## src/design/msp_pkg.sv

```systemverilog
`default_nettype none
// ----------------------------------------------------------------------------
// msp_pkg
// Shared constants for the money string parser: field widths, item kinds
// and the ASCII codes the parser recognizes.
// ----------------------------------------------------------------------------
package msp_pkg;

   localparam int unsigned MAX_CHARS_DEF = 18;

   localparam int unsigned CH_W     = 8;
   localparam int unsigned MANT_W   = 60;
   localparam int unsigned COUNT_W  = 5;
   localparam int unsigned SAT_W    = 2;
   localparam int unsigned REQ_DATA_W = 8;
   localparam int unsigned RSP_BITS   = 1 + 1 + MANT_W + COUNT_W;
   localparam int unsigned RSP_DATA_W = ((RSP_BITS + 7) / 8) * 8;

   localparam logic OP_CHAR = 1'b0;
   localparam logic OP_END  = 1'b1;

   localparam logic [CH_W-1:0] CH_ZERO   = 8'h30;
   localparam logic [CH_W-1:0] CH_NINE   = 8'h39;
   localparam logic [CH_W-1:0] CH_DOT    = 8'h2e;
   localparam logic [CH_W-1:0] CH_COMMA  = 8'h2c;
   localparam logic [CH_W-1:0] CH_SPACE  = 8'h20;
   localparam logic [CH_W-1:0] CH_DOLLAR = 8'h24;
   localparam logic [CH_W-1:0] CH_LPAREN = 8'h28;
   localparam logic [CH_W-1:0] CH_RPAREN = 8'h29;
   localparam logic [CH_W-1:0] CH_MINUS  = 8'h2d;

   localparam logic [SAT_W-1:0] SAT_MAX = 2'd2;

endpackage

`default_nettype wire

```

## src/design/money_string_parser_unit.sv

```systemverilog
`default_nettype none
// ----------------------------------------------------------------------------
// money_string_parser_unit
// Parses a money amount streamed one character per item, ended by an end
// marker item, into ok flag, sign, decimal mantissa and fraction digit count.
// ----------------------------------------------------------------------------
// One item per cycle unless stalled. Items sit in the input register; the
// parse update (flag logic plus a times-ten add on the mantissa) sits
// between that register and the parser state, so a character is absorbed at
// the edge after acceptance, and an end marker's result is loaded into the
// rsp register as it leaves the input register and is valid from then on.
// Only end marker items produce a result; a held result stalls the input
// only while an end marker waits in the input register, otherwise characters
// keep flowing into the parser state. Amount = mantissa / 10^frac_digits.
module money_string_parser_unit #(
   parameter int unsigned MAX_CHARS = msp_pkg::MAX_CHARS_DEF
) (
   input  wire logic                            clock,
   input  wire logic                            reset,
   input  wire logic                            req_tvalid,
   output logic                                 req_tready,
   input  wire logic [msp_pkg::REQ_DATA_W-1:0]  req_tdata,   // [7:0] ch
   input  wire logic [0:0]                      req_tuser,   // [0] op
   output logic                                 rsp_tvalid,
   input  wire logic                            rsp_tready,
   output logic [msp_pkg::RSP_DATA_W-1:0]       rsp_tdata    // [0] ok, [1] negative,
                                                             // [61:2] mantissa,
                                                             // [66:62] frac_digits, rest 0
);

   localparam logic [msp_pkg::COUNT_W-1:0] MAX_CNT = msp_pkg::COUNT_W'(MAX_CHARS);

   logic                           in_valid_ff;
   logic                           in_op_ff;
   logic [msp_pkg::CH_W-1:0]       in_ch_ff;

   logic [msp_pkg::MANT_W-1:0]     acc_ff,        acc_in;
   logic [msp_pkg::COUNT_W-1:0]    char_cnt_ff,   char_cnt_in;
   logic [msp_pkg::COUNT_W-1:0]    frac_cnt_ff,   frac_cnt_in;
   logic                           digit_seen_ff, digit_seen_in;
   logic                           dot_seen_ff,   dot_seen_in;
   logic [msp_pkg::SAT_W-1:0]      paren_ff,      paren_in;
   logic [msp_pkg::SAT_W-1:0]      dollar_ff,     dollar_in;
   logic                           minus_ff,      minus_in;
   logic                           closed_ff,     closed_in;
   logic                           rejected_ff,   rejected_in;

   logic                           out_valid_ff;
   logic [msp_pkg::RSP_DATA_W-1:0] out_data_ff;

   logic                           out_free;
   logic                           stage_go;
   logic                           is_digit;
   logic [msp_pkg::MANT_W-1:0]     acc_times_ten;
   logic [msp_pkg::MANT_W-1:0]     digit_val;
   logic                           good;
   logic [msp_pkg::RSP_BITS-1:0]   result;

   assign out_free   = !out_valid_ff || rsp_tready;
   assign stage_go   = in_valid_ff && (in_op_ff == msp_pkg::OP_CHAR || out_free);
   assign req_tready = !in_valid_ff || stage_go;
   assign rsp_tvalid = out_valid_ff;
   assign rsp_tdata  = out_data_ff;

   assign is_digit      = (in_ch_ff >= msp_pkg::CH_ZERO) && (in_ch_ff <= msp_pkg::CH_NINE);
   assign acc_times_ten = (acc_ff << 3) + (acc_ff << 1);
   assign digit_val     = msp_pkg::MANT_W'(in_ch_ff - msp_pkg::CH_ZERO);

   always_comb begin
      acc_in        = acc_ff;
      char_cnt_in   = char_cnt_ff;
      frac_cnt_in   = frac_cnt_ff;
      digit_seen_in = digit_seen_ff;
      dot_seen_in   = dot_seen_ff;
      paren_in      = paren_ff;
      dollar_in     = dollar_ff;
      minus_in      = minus_ff;
      closed_in     = closed_ff;
      rejected_in   = rejected_ff;
      if (!rejected_ff) begin
         priority if (is_digit) begin
            if (char_cnt_ff >= MAX_CNT) begin
               rejected_in = 1'b1;
            end else begin
               char_cnt_in   = char_cnt_ff + 1'b1;
               acc_in        = acc_times_ten + digit_val;
               digit_seen_in = 1'b1;
               if (dot_seen_ff) begin
                  frac_cnt_in = frac_cnt_ff + 1'b1;
               end
            end
         end else if (in_ch_ff == msp_pkg::CH_DOT) begin
            if (dot_seen_ff || char_cnt_ff >= MAX_CNT) begin
               rejected_in = 1'b1;
            end else begin
               dot_seen_in = 1'b1;
               char_cnt_in = char_cnt_ff + 1'b1;
            end
         end else if (in_ch_ff == msp_pkg::CH_COMMA || in_ch_ff == msp_pkg::CH_SPACE) begin
            rejected_in = rejected_ff;
         end else if (in_ch_ff == msp_pkg::CH_DOLLAR) begin
            if (dollar_ff < msp_pkg::SAT_MAX) begin
               dollar_in = dollar_ff + 1'b1;
            end
         end else if (in_ch_ff == msp_pkg::CH_LPAREN) begin
            if (digit_seen_ff) begin
               rejected_in = 1'b1;
            end else if (paren_ff < msp_pkg::SAT_MAX) begin
               paren_in = paren_ff + 1'b1;
            end
         end else if (in_ch_ff == msp_pkg::CH_RPAREN) begin
            if (paren_ff != 2'd1 || !digit_seen_ff) begin
               rejected_in = 1'b1;
            end else begin
               paren_in  = '0;
               closed_in = 1'b1;
            end
         end else if (in_ch_ff == msp_pkg::CH_MINUS && !digit_seen_ff) begin
            minus_in = 1'b1;
         end else begin
            rejected_in = 1'b1;
         end
      end
   end

   assign good = !rejected_ff && digit_seen_ff && (dollar_ff <= 2'd1) && (paren_ff == '0);

   always_comb begin
      if (good) begin
         result = {frac_cnt_ff, acc_ff, (minus_ff || closed_ff), 1'b1};
      end else begin
         result = '0;
      end
   end

   always_ff @(posedge clock) begin
      if (reset) begin
         in_valid_ff <= 1'b0;
      end else if (req_tready) begin
         in_valid_ff <= req_tvalid;
      end
      if (req_tready) begin
         in_op_ff <= req_tuser[0];
         in_ch_ff <= req_tdata[msp_pkg::CH_W-1:0];
      end
   end

   always_ff @(posedge clock) begin
      if (reset || (stage_go && in_op_ff == msp_pkg::OP_END)) begin
         acc_ff        <= '0;
         char_cnt_ff   <= '0;
         frac_cnt_ff   <= '0;
         digit_seen_ff <= 1'b0;
         dot_seen_ff   <= 1'b0;
         paren_ff      <= '0;
         dollar_ff     <= '0;
         minus_ff      <= 1'b0;
         closed_ff     <= 1'b0;
         rejected_ff   <= 1'b0;
      end else if (stage_go) begin
         acc_ff        <= acc_in;
         char_cnt_ff   <= char_cnt_in;
         frac_cnt_ff   <= frac_cnt_in;
         digit_seen_ff <= digit_seen_in;
         dot_seen_ff   <= dot_seen_in;
         paren_ff      <= paren_in;
         dollar_ff     <= dollar_in;
         minus_ff      <= minus_in;
         closed_ff     <= closed_in;
         rejected_ff   <= rejected_in;
      end
   end

   always_ff @(posedge clock) begin
      if (reset) begin
         out_valid_ff <= 1'b0;
      end else if (out_free) begin
         out_valid_ff <= stage_go && in_op_ff == msp_pkg::OP_END;
      end
      if (out_free && stage_go && in_op_ff == msp_pkg::OP_END) begin
         out_data_ff <= msp_pkg::RSP_DATA_W'(result);
      end
   end

endmodule

`default_nettype wire
```

## config.mk

```make
export PLATFORM = sky130hd
export DESIGN_NAME = money_string_parser_unit
export DESIGN_NICKNAME = d
export VERILOG_FILES = /design/src/design/msp_pkg.sv /design/src/design/money_string_parser_unit.sv
export SDC_FILE = /design/constraint.sdc
export NUM_CORES = 1
export LEC_CHECK = 0
export ABC_AREA = 1
export BUFFER_PORTS_ARGS = -buffer_cell sky130_fd_sc_hd__buf_2
export CAP_MARGIN = 5
export CORE_MARGIN = 2
export CORE_UTILIZATION = 62
export DETAILED_ROUTE_END_ITERATION = 8
export MAX_ROUTING_LAYER = met4
export PLACE_DENSITY = 0.77
export SLEW_MARGIN = 40
export SYNTH_ARGS = -nofsm -noshare
export SYNTH_HDL_FRONTEND = slang
export SYNTH_SLANG_ARGS = --single-unit
```

## constraint.sdc

```tcl
create_clock -name clock -period 7.42 [get_ports clock]
set_input_delay 1.484 -clock clock [delete_from_list [all_inputs] [get_ports clock]]
set_output_delay 1.484 -clock clock [all_outputs]
set_load 0.005 [all_outputs]
```

Word-level counts from Yosys, hierarchy flattened
Cells that the tools add are included.
- bits in registers: 157
- input port bits: 13
- output and inout bits: 74
- logic and storage cells: 107
- $add $sub $neg: 7
- magnitude comparators: 6
- equality and inequality tests: 13
- muxes and demuxes: 22
- bitwise gates (word level): 11
- reduce and logical (&&, ||, !) cells: 32
- operator list (operator ; number):
    $add A60 B60 Y60 ; 2
    $eq A8 B6 Y1 const B ; 7
    $mux W5 ; 4
    $reduce_and A9 Y1 ; 2
    $reduce_and A5 Y1 ; 3
    $mux W1 ; 13
    $not A1 Y1 ; 11
    $add A5 B1 Y5 const B ; 2
    $mux W2 ; 5
    $reduce_and A10 Y1 ; 1
    $logic_and A1 B1 Y1 ; 9
    $sub A8 B6 Y9 const B ; 1
    $ge A8 B6 Y1 const B ; 1
    $le A8 B6 Y1 const B ; 1
    $logic_or A1 B1 Y1 ; 8
    $ne A2 B2 Y1 const B ; 4
    $reduce_and A7 Y1 ; 1
    $ge A5 B5 Y1 const B ; 1
    $add A2 B1 Y2 const B ; 2
    $logic_not A1 Y1 ; 4
    $lt A2 B2 Y1 const B ; 2
    $ne A2 B1 Y1 const B ; 2
    $reduce_and A4 Y1 ; 1
    $reduce_bool A2 Y1 ; 2
    2 further kinds ; 2

Depth between registers and ports, before layout
Gate-level depths: netlist of the first run.
- depth after elaboration: 10
- gate-level depth with buffers: 19
- mapped depth without buffers: 19

Worst setup path after synthesis of the first run
OpenSTA, ideal clock, no wires.
- kind: reg2reg
- start: reg in_ch_ff[4] in the netlist's numbering
- end: reg acc_ff[53] in the netlist's numbering
- setup time: 109 ps
- data arrival time: 5734 ps
- required time: 7311 ps
- slack: 1577 ps
- cell stages (with the launch flop): 16
- buffers on the path: 0
- period minus slack after synthesis: 5843 ps
- path through: edfxtp_1 -> ha_1 -> nor2_1 -> fa_1 -> ha_1 -> nand2_1 -> nor2_1 -> inv_1 -> nor3_1 -> nand2_1 -> nand3_1 -> nand2_1 -> nand3_1 -> nand3_1 -> nand2_1 -> inv_1
- word-level cells in the longest chain between the ends: 3
- elaborated cells on any way between the ends: 6
- those cells by class: add/sub (2); order compare (2); reduce/logical (2)
- RTL lines (item ; RTL line ; text):
    start: declaration ; money_string_parser_unit.sv:35 ; logic [msp_pkg::CH_W-1:0] in_ch_ff;
    start signal: assignment ; money_string_parser_unit.sv:144 ; in_ch_ff <= req_tdata[msp_pkg::CH_W-1:0];
    branches (longest 3 deep; another with $add A60 B60 Y60) ; -- ;
    end signal: assignment ; money_string_parser_unit.sv:161 ; acc_ff <= acc_in;
    end: declaration ; money_string_parser_unit.sv:37 ; logic [msp_pkg::MANT_W-1:0] acc_ff, acc_in;
Parallel ways; which one is timed is not known.
A chain may end at the register's enable or synchronous reset.

Worst setup path after layout of the first run
- start: reg in_ch_ff[4] in the netlist's numbering
- end: reg acc_ff[54] in the netlist's numbering
Same word-level chain as after synthesis.

==> flow_summary.yaml, run 1 <==
clocking:
  worstSkewPairLatency_ns: 0.45
  clkTransAtPathRegs_ns: 0.08
  clock-root-buffer: "clkbuf_16"
  cts_tree: "done"
  htree_levels: 4
  postCtsSetupBuffers: 0
  clock_path_buffers: 2
  clock_sinks: 157
  cts_hold_buffers: 0
  cts-buffers-inserted: 17
  cts.repair.resized: 0
detailed_routing:
  via_per_inst: 5.240
  drt_wl_total_um: 36190
  ant_nets: 0
  drc_errors: 0
  wire_per_inst_um: 16.20
  vias: 11710
  dr.pass1.iters: 6
  drt-initial-drc-count: 934
worst_setup_path:
  startpoint_type: "flop"
  cp-end-kind: "flop"
  crit_required_ns: 7.76
  r2r-end: "acc_ff[54]"
  startpoint: "in_ch_ff[4]"
  cp-endpoint: "acc_ff[54]"
  crit_type: "reg2reg"
  arrival_ns: 4.51
  crit_fanout: 24
  regToRegSetupSlack_ns: 3.25
  r2r-start: "in_ch_ff[4]"
  r2r_cells: 15
global_routing:
  gr-total-overflow: 0
  grt_max_degree: 67
  grt_usage_pct: 35.37
  grt_pass1_vias: 11340
  grt_pass1_wl_um: 57770
  antenna_found_initial: 0
place:
  placed_cell_area_sq_um: 13250
  globalplace.congestion: 0.9913
  pre_cts_slack_ns: 3.304
  dpl.hpwl_um: 28700
  port_buffers: 81
status:
  status: "completed"
hold_path:
  hp-class: "reg2reg"
floorplanning:
  die_area_sq_um: 21520
  die_height_um: 146.7
  die_w_um: 146.7
  io_pins: 87
  core_sq_um: 20100
  start_util_pct: 62.80
  core.rowCount: 52
timing:
  finalSetupViolCount: 0
  worst_slack_ns: 3.252
  post-route-period-util_pct: 56.18
  worst_pin_slew_ns: 0.7721
  max_slew_margin_pct: 48.45
  rsz0062_at_grt: "false"
  drv_slew: 0
  fin_worst_skew_ns: 0.01650
  fmax_mhz: 239.9
  fin_hold_ws_ns: 0.4583
  final_hold_viol_count: 0
  min_period_ns: 4.168
  fin_setup_tns_ns: 0
cells_and_area:
  register_area_sq_um: 3904
  nFillCells: 1736
  final_nets: 2088
  antenna_cells: 0
  area_growth_pct: 10.12
  finalInstanceArea_sq_um: 13900
  drive_above_1_share_pct: 7.128
  multiInputGateArea_sq_um: 6952
flow_run:
  maxCapViolCount: 0
synth:
  synth-main-ff-cell: "dfxtp_1"
  yosysWarnings: 0
  synth.cell_area_sq_um: 12630
  avgSynthCellArea_sq_um: 6.741
  netlist_top_cells_area: "edfxtp_1 (18%), nand2_1 (18%), dfxtp_1 (13%)"
  yosysSeqAreaShare_pct: 30.92
  ys_types: 37
  synth-edff-count: 76
  synth_top_area_share_pct: 18.08
  yosys.area.top_type: "edfxtp_1"
  async_flop_share_pct: 0
  synth_seq_cells: 157
  synthCells: 1873
pwr:
  p_total_uw: 2168
  power_density_nw_per_um2: 155.9
  ir_worst_vdd_v: 0.0001364
  cellLeakagePower_uw: 0.007456
final cells by class:
type / count / share of cell area [%]
clock inverters: 15 / 1.620
multi-input cells: 1262 / 50.00
inverters: 426 / 11.52
repair buffers: 87 / 3.294
flip-flops and latches: 157 / 28.08
well taps: 270 / 2.430
clock buffers: 17 / 3.060
flip-flops by register name, indices dropped and copies added, names as in the netlist, 2 cells and up:
signal and cells:
acc_ff 60, char_cnt_ff 5, dollar_ff 2, frac_cnt_ff 5, in_ch_ff 8, paren_ff 2
rsp_tdata 67
worst min-delay path by stage:
| stage | startpoint | to | slack (ns) | cells past startpoint |
|---|---|---|---|---|
| final | char_cnt_ff[4] | char_cnt_ff[4] | 0.46 | 2 |
| after global placement | char_cnt_ff[4] | char_cnt_ff[4] | 0.44 | 2 |
| after global routing | char_cnt_ff[4] | char_cnt_ff[4] | 0.48 | 2 |
| after CTS | char_cnt_ff[4] | char_cnt_ff[4] | 0.46 | 2 |
| after detailed placement | char_cnt_ff[4] | char_cnt_ff[4] | 0.44 | 2 |
| after floorplan | char_cnt_ff[4] | char_cnt_ff[4] | 0.43 | 2 |
cells in the final DEF (no fill, tap or decap), drive strengths merged, types with 5 or more instances in the layout:
cell type,count
dfxtp,81
xnor2,11
nor2,194
clkinv,11
nand3,97
nor4,5
buf,87
conb,5
inv,429
o21ai,42
fa,57
o21a,5
ha,67
nand4,19
a21oi,104
edfxtp,76
nor3,18
nand2,600
xor2,24
clkbuf,17
worst max-delay path, cell delays in order, from the launching register on:
cell	delay (ns)
edfxtp_1	0.42
ha_1	0.31
nor2_4	0.51
buf_4	0.49
fa_1	0.50
ha_1	0.42
nand2_1	0.14
nor2_1	0.20
nand2_1	0.09
nor3_1	0.41
and2_1	0.20
nand2_1	0.07
nand3_1	0.11
nand3_1	0.09
nand2_1	0.08
inv_1	0.04
metal layers:
| layer | vias to the layer above | part of all wire (%) | routed length (um) | track usage, % |
|---|---|---|---|---|
| li1 | 5841 | - | - | - |
| met2 | 432 | 48 | 17460 | 59.04 |
| met1 | 5349 | 43 | 15560 | 45.03 |
| met5 | - | 0 | 0 | - |
| met3 | 84 | 5.7 | 2061 | 4.161 |
| met4 | 0 | 3.1 | 1111 | 12.09 |
cell families after synthesis:
kind of cell	after synthesis	share of synthesized area (%)
and+or+nand+nor	945	30.48
buffers and inverters	458	14.20
DFF	157	30.92
other	1	0.02970
adders and majority gates	124	15.68
AOI/OAI and AO/OA	153	6.263
xor gates and xnor gates	35	2.428
report_power, final:
| group | switching, uW | leakage [uW] | internal (uW) |
|---|---|---|---|
| Sequential | 19.3 | 0.00142 | 923 |
| Combinational | 184 | 0.00573 | 96.0 |
| Clock | 452 | 0.000311 | 493 |
| Total | 655 | 0.00746 | 1510 |
stage by stage:
| step | util, % | cells |
|---|---|---|
| 2_1_floorplan | - | 1877 |
| 3_3_place_gp | 65.83 | 2201 |
| 4_1_cts | 69.16 | 2234 |
| 6_report | 69.16 | 2234 |
| 3_5_place_dp | 65.92 | 2202 |
| 5_1_grt | 69.16 | 2234 |
Yosys cell counts, drive strengths merged, types with 5 or more instances:
cell type  instances
ha                67
nand3             97
nor2             194
nor3              18
edfxtp            76
o21a               5
clkbuf            16
nand2            600
nor4               5
inv              426
o21ai             42
xnor2             11
xor2              24
nand4             19
buf               16
dfxtp             81
fa                57
a21oi            104
No activity file was read; power rests on OpenSTA's default activity.
==> run 2, diff against run 1 <==
- ABC_AREA: 1 -> 0
- CORE_UTILIZATION: 62 -> 61
- clock period: 7.42 -> 3.9 ns (I/O delays scaled with it)
==> flow_summary.yaml, run 2 <==
status:
  status: "complete, but fails checks"
  violations: "setup timing"
cells_and_area:
  layout_commonest_cell: "buf_4"
  nFillCells: 960
  register_area_sq_um: 3904
  drive_above_1_share_pct: 32.31
  area_growth_pct: 31.22
  multiInputGateArea_sq_um: 6893
  finalInstanceArea_sq_um: 13700
  largest_reg_flops: 67
  antenna_cells: 0
  mostFrequentLayoutCells: "buf_4 (186), nand2_1 (137), a21oi_1 (91), dfxtp_1 (81), buf_2 (81)"
  fin_util_pct: 82.32
  final_nets: 1461
  final_cells: 1557
worst_setup_path:
  startpoint: "in_ch_ff[5]"
  crit_fanout: 11
  crit_required_ns: 4.23
  cp-endpoint: "acc_ff[49]"
  regToRegSetupSlack_ns: -0.19
  crit_type: "reg2reg"
  r2r-end: "acc_ff[49]"
  arrival_ns: 4.42
  r2r-start: "in_ch_ff[5]"
  cp-end-kind: "flop"
  r2r_cells: 17
  startpoint_type: "flop"
clocking:
  cts_tree: "done"
  cts-buffers-inserted: 17
  clock_sinks: 157
  worstSkewPairLatency_ns: 0.45
  clock_path_buffers: 2
  htree_levels: 4
  clock-root-buffer: "clkbuf_16"
  clkTransAtPathRegs_ns: 0.08
detailed_routing:
  vias: 9494
  wire_per_inst_um: 19.39
  via_per_inst: 6.098
  dr.pass1.iters: 8
  drt_wl_total_um: 30190
  drt-initial-drc-count: 842
  drc_errors: 0
  ant_nets: 0
synth:
  async_flop_share_pct: 0
  ys_types: 78
  synth_top_area_share_pct: 21.86
  synth-main-ff-cell: "dfxtp_1"
  yosysWarnings: 0
  synth_seq_cells: 157
  synth.cell_area_sq_um: 10440
  avgSynthCellArea_sq_um: 9.722
  synthCells: 1074
  yosysSeqAreaShare_pct: 37.39
  synth_most_common_cell: "nand2_1"
  synth-edff-count: 76
  yosys-top-cells-count: "nand2_1 (145), a21oi_1 (113), dfxtp_1 (81), edfxtp_1 (76), nor2_1 (71)"
  yosys.area.top_type: "edfxtp_1"
  netlist_top_cells_area: "edfxtp_1 (22%), dfxtp_1 (16%), fa_1 (11%)"
global_routing:
  grt_max_degree: 69
  grt_usage_pct: 33.61
  grt_pass1_vias: 9206
  grt_pass1_wl_um: 46540
  gr-total-overflow: 0
  antenna_found_initial: 0
place:
  dpl.hpwl_um: 19810
  globalplace.congestion: 0.9805
  port_buffers: 81
  placed_cell_area_sq_um: 12570
  place_inst: 1517
  pre_cts_slack_ns: -0.1960
timing:
  finalSetupViolCount: 11
  final_hold_viol_count: 0
  drv_slew: 0
  fmax_mhz: 244.2
  fin_hold_ws_ns: 0.4860
  post-route-period-util_pct: 105.0
  fin_worst_skew_ns: 0.01332
  max_slew_margin_pct: 47.88
  worst_pin_slew_ns: 0.7819
  rsz0062_at_grt: "true"
  min_period_ns: 4.095
  worst_slack_ns: -0.1948
floorplanning:
  die_w_um: 134.8
  core_sq_um: 16640
  core.rowCount: 47
  die_height_um: 134.8
  start_util_pct: 62.74
  io_pins: 87
  die_area_sq_um: 18180
pwr:
  power_density_nw_per_um2: 288.1
  cellLeakagePower_uw: 0.006019
  ir_worst_vdd_v: 0.0002957
hold_path:
  hp-class: "reg2reg"
  hold_depth: 2
flow_run:
  maxCapViolCount: 0
-- run 2: cell types whose count changed in the layout (fill, tap and decap cells not counted), sizes merged, moves of 16 or more --
cell,change
buf,+188
and2,+65
nor2,-123
xnor2,+16
nand3,-73
a21o,+29
nand2,-455
inv,-402
-- run 2: report_power, final --
part,switching [uW],leakage [uW],internal (uW)
Sequential,14.9,0.00145,1740
Combinational,245,0.00426,201
Clock,863,0.000304,886
-- run 2: kinds of logic after synthesis --
| group | after synthesis | synth area share (%) |
|---|---|---|
| fa+ha+maj | 124 | 18.96 |
| flops | 157 | 37.39 |
| buf+inv | 68 | 3.811 |
| mux | 3 | 0.2996 |
| compound gates | 276 | 16.92 |
| simple gates | 388 | 17.81 |
| xor+xnor | 57 | 4.781 |
| other cells | 1 | 0.03592 |
-- run 2: how the worst min path moves through the flow --
stage	startpoint	slack [ns]	endpoint
after global routing	req_tdata[6]	0.50	in_ch_ff[6]
after global placement	closed_ff	0.45	closed_ff
after detailed placement	closed_ff	0.48	closed_ff
after CTS	minus_ff	0.49	minus_ff
final	closed_ff	0.49	closed_ff
after floorplan	closed_ff	0.44	closed_ff
-- run 2: layout make-up --
type | count | share of cell area, %
Clock inverter | 15 | 1.507
Sequential cell | 157 | 28.49
Timing Repair Buffer | 275 | 14.03
Tap cell | 220 | 2.009
Inverter | 20 | 0.5479
Multi-Input combinational cell | 853 | 50.31
Clock buffer | 17 | 3.105
-- run 2: timing repair --
action | CTS | global route
gates resized for setup | 25 | 48
buffers inserted | 6 | 2
hold buffers | 0 | 0
pin swaps | 6 | 5
setup endpoints to repair | 16 | 30
-- run 2: layer usage --
layer  global-route usage, %  up-vias  routed length (um)
li1                        -     4310                   -
met1                   44.13     4612               12540
met2                   54.09      463               14470
met3                   4.392      109                2153
met4                   11.70        0                1027
met5                       -        -                   0
-- run 2: worst max-delay path: stages (launching register included) --
cell      delay (ns)
edfxtp_1        0.40
ha_2            0.22
nor3_4          0.15
buf_12          0.17
buf_4           0.13
fa_1            0.45
ha_4            0.28
a21oi_4         0.16
o21ai_2         0.10
a211o_1         0.33
a221oi_2        0.36
o31ai_4         0.13
a21oi_2         0.21
o41ai_2         0.10
buf_4           0.16
a221oi_4        0.28
xor2_1          0.23
o21ai_1         0.09
-- run 2: per-stage QoR --
stage                     total power (uW)  setup TNS (ns)
after CTS                             3907         -0.4377
final                                 3948         -0.9727
after floorplan                       2024          -49.07
after global placement                2158         -0.2924
after detailed placement              2171         -0.7908
after global routing                  4038          -3.552
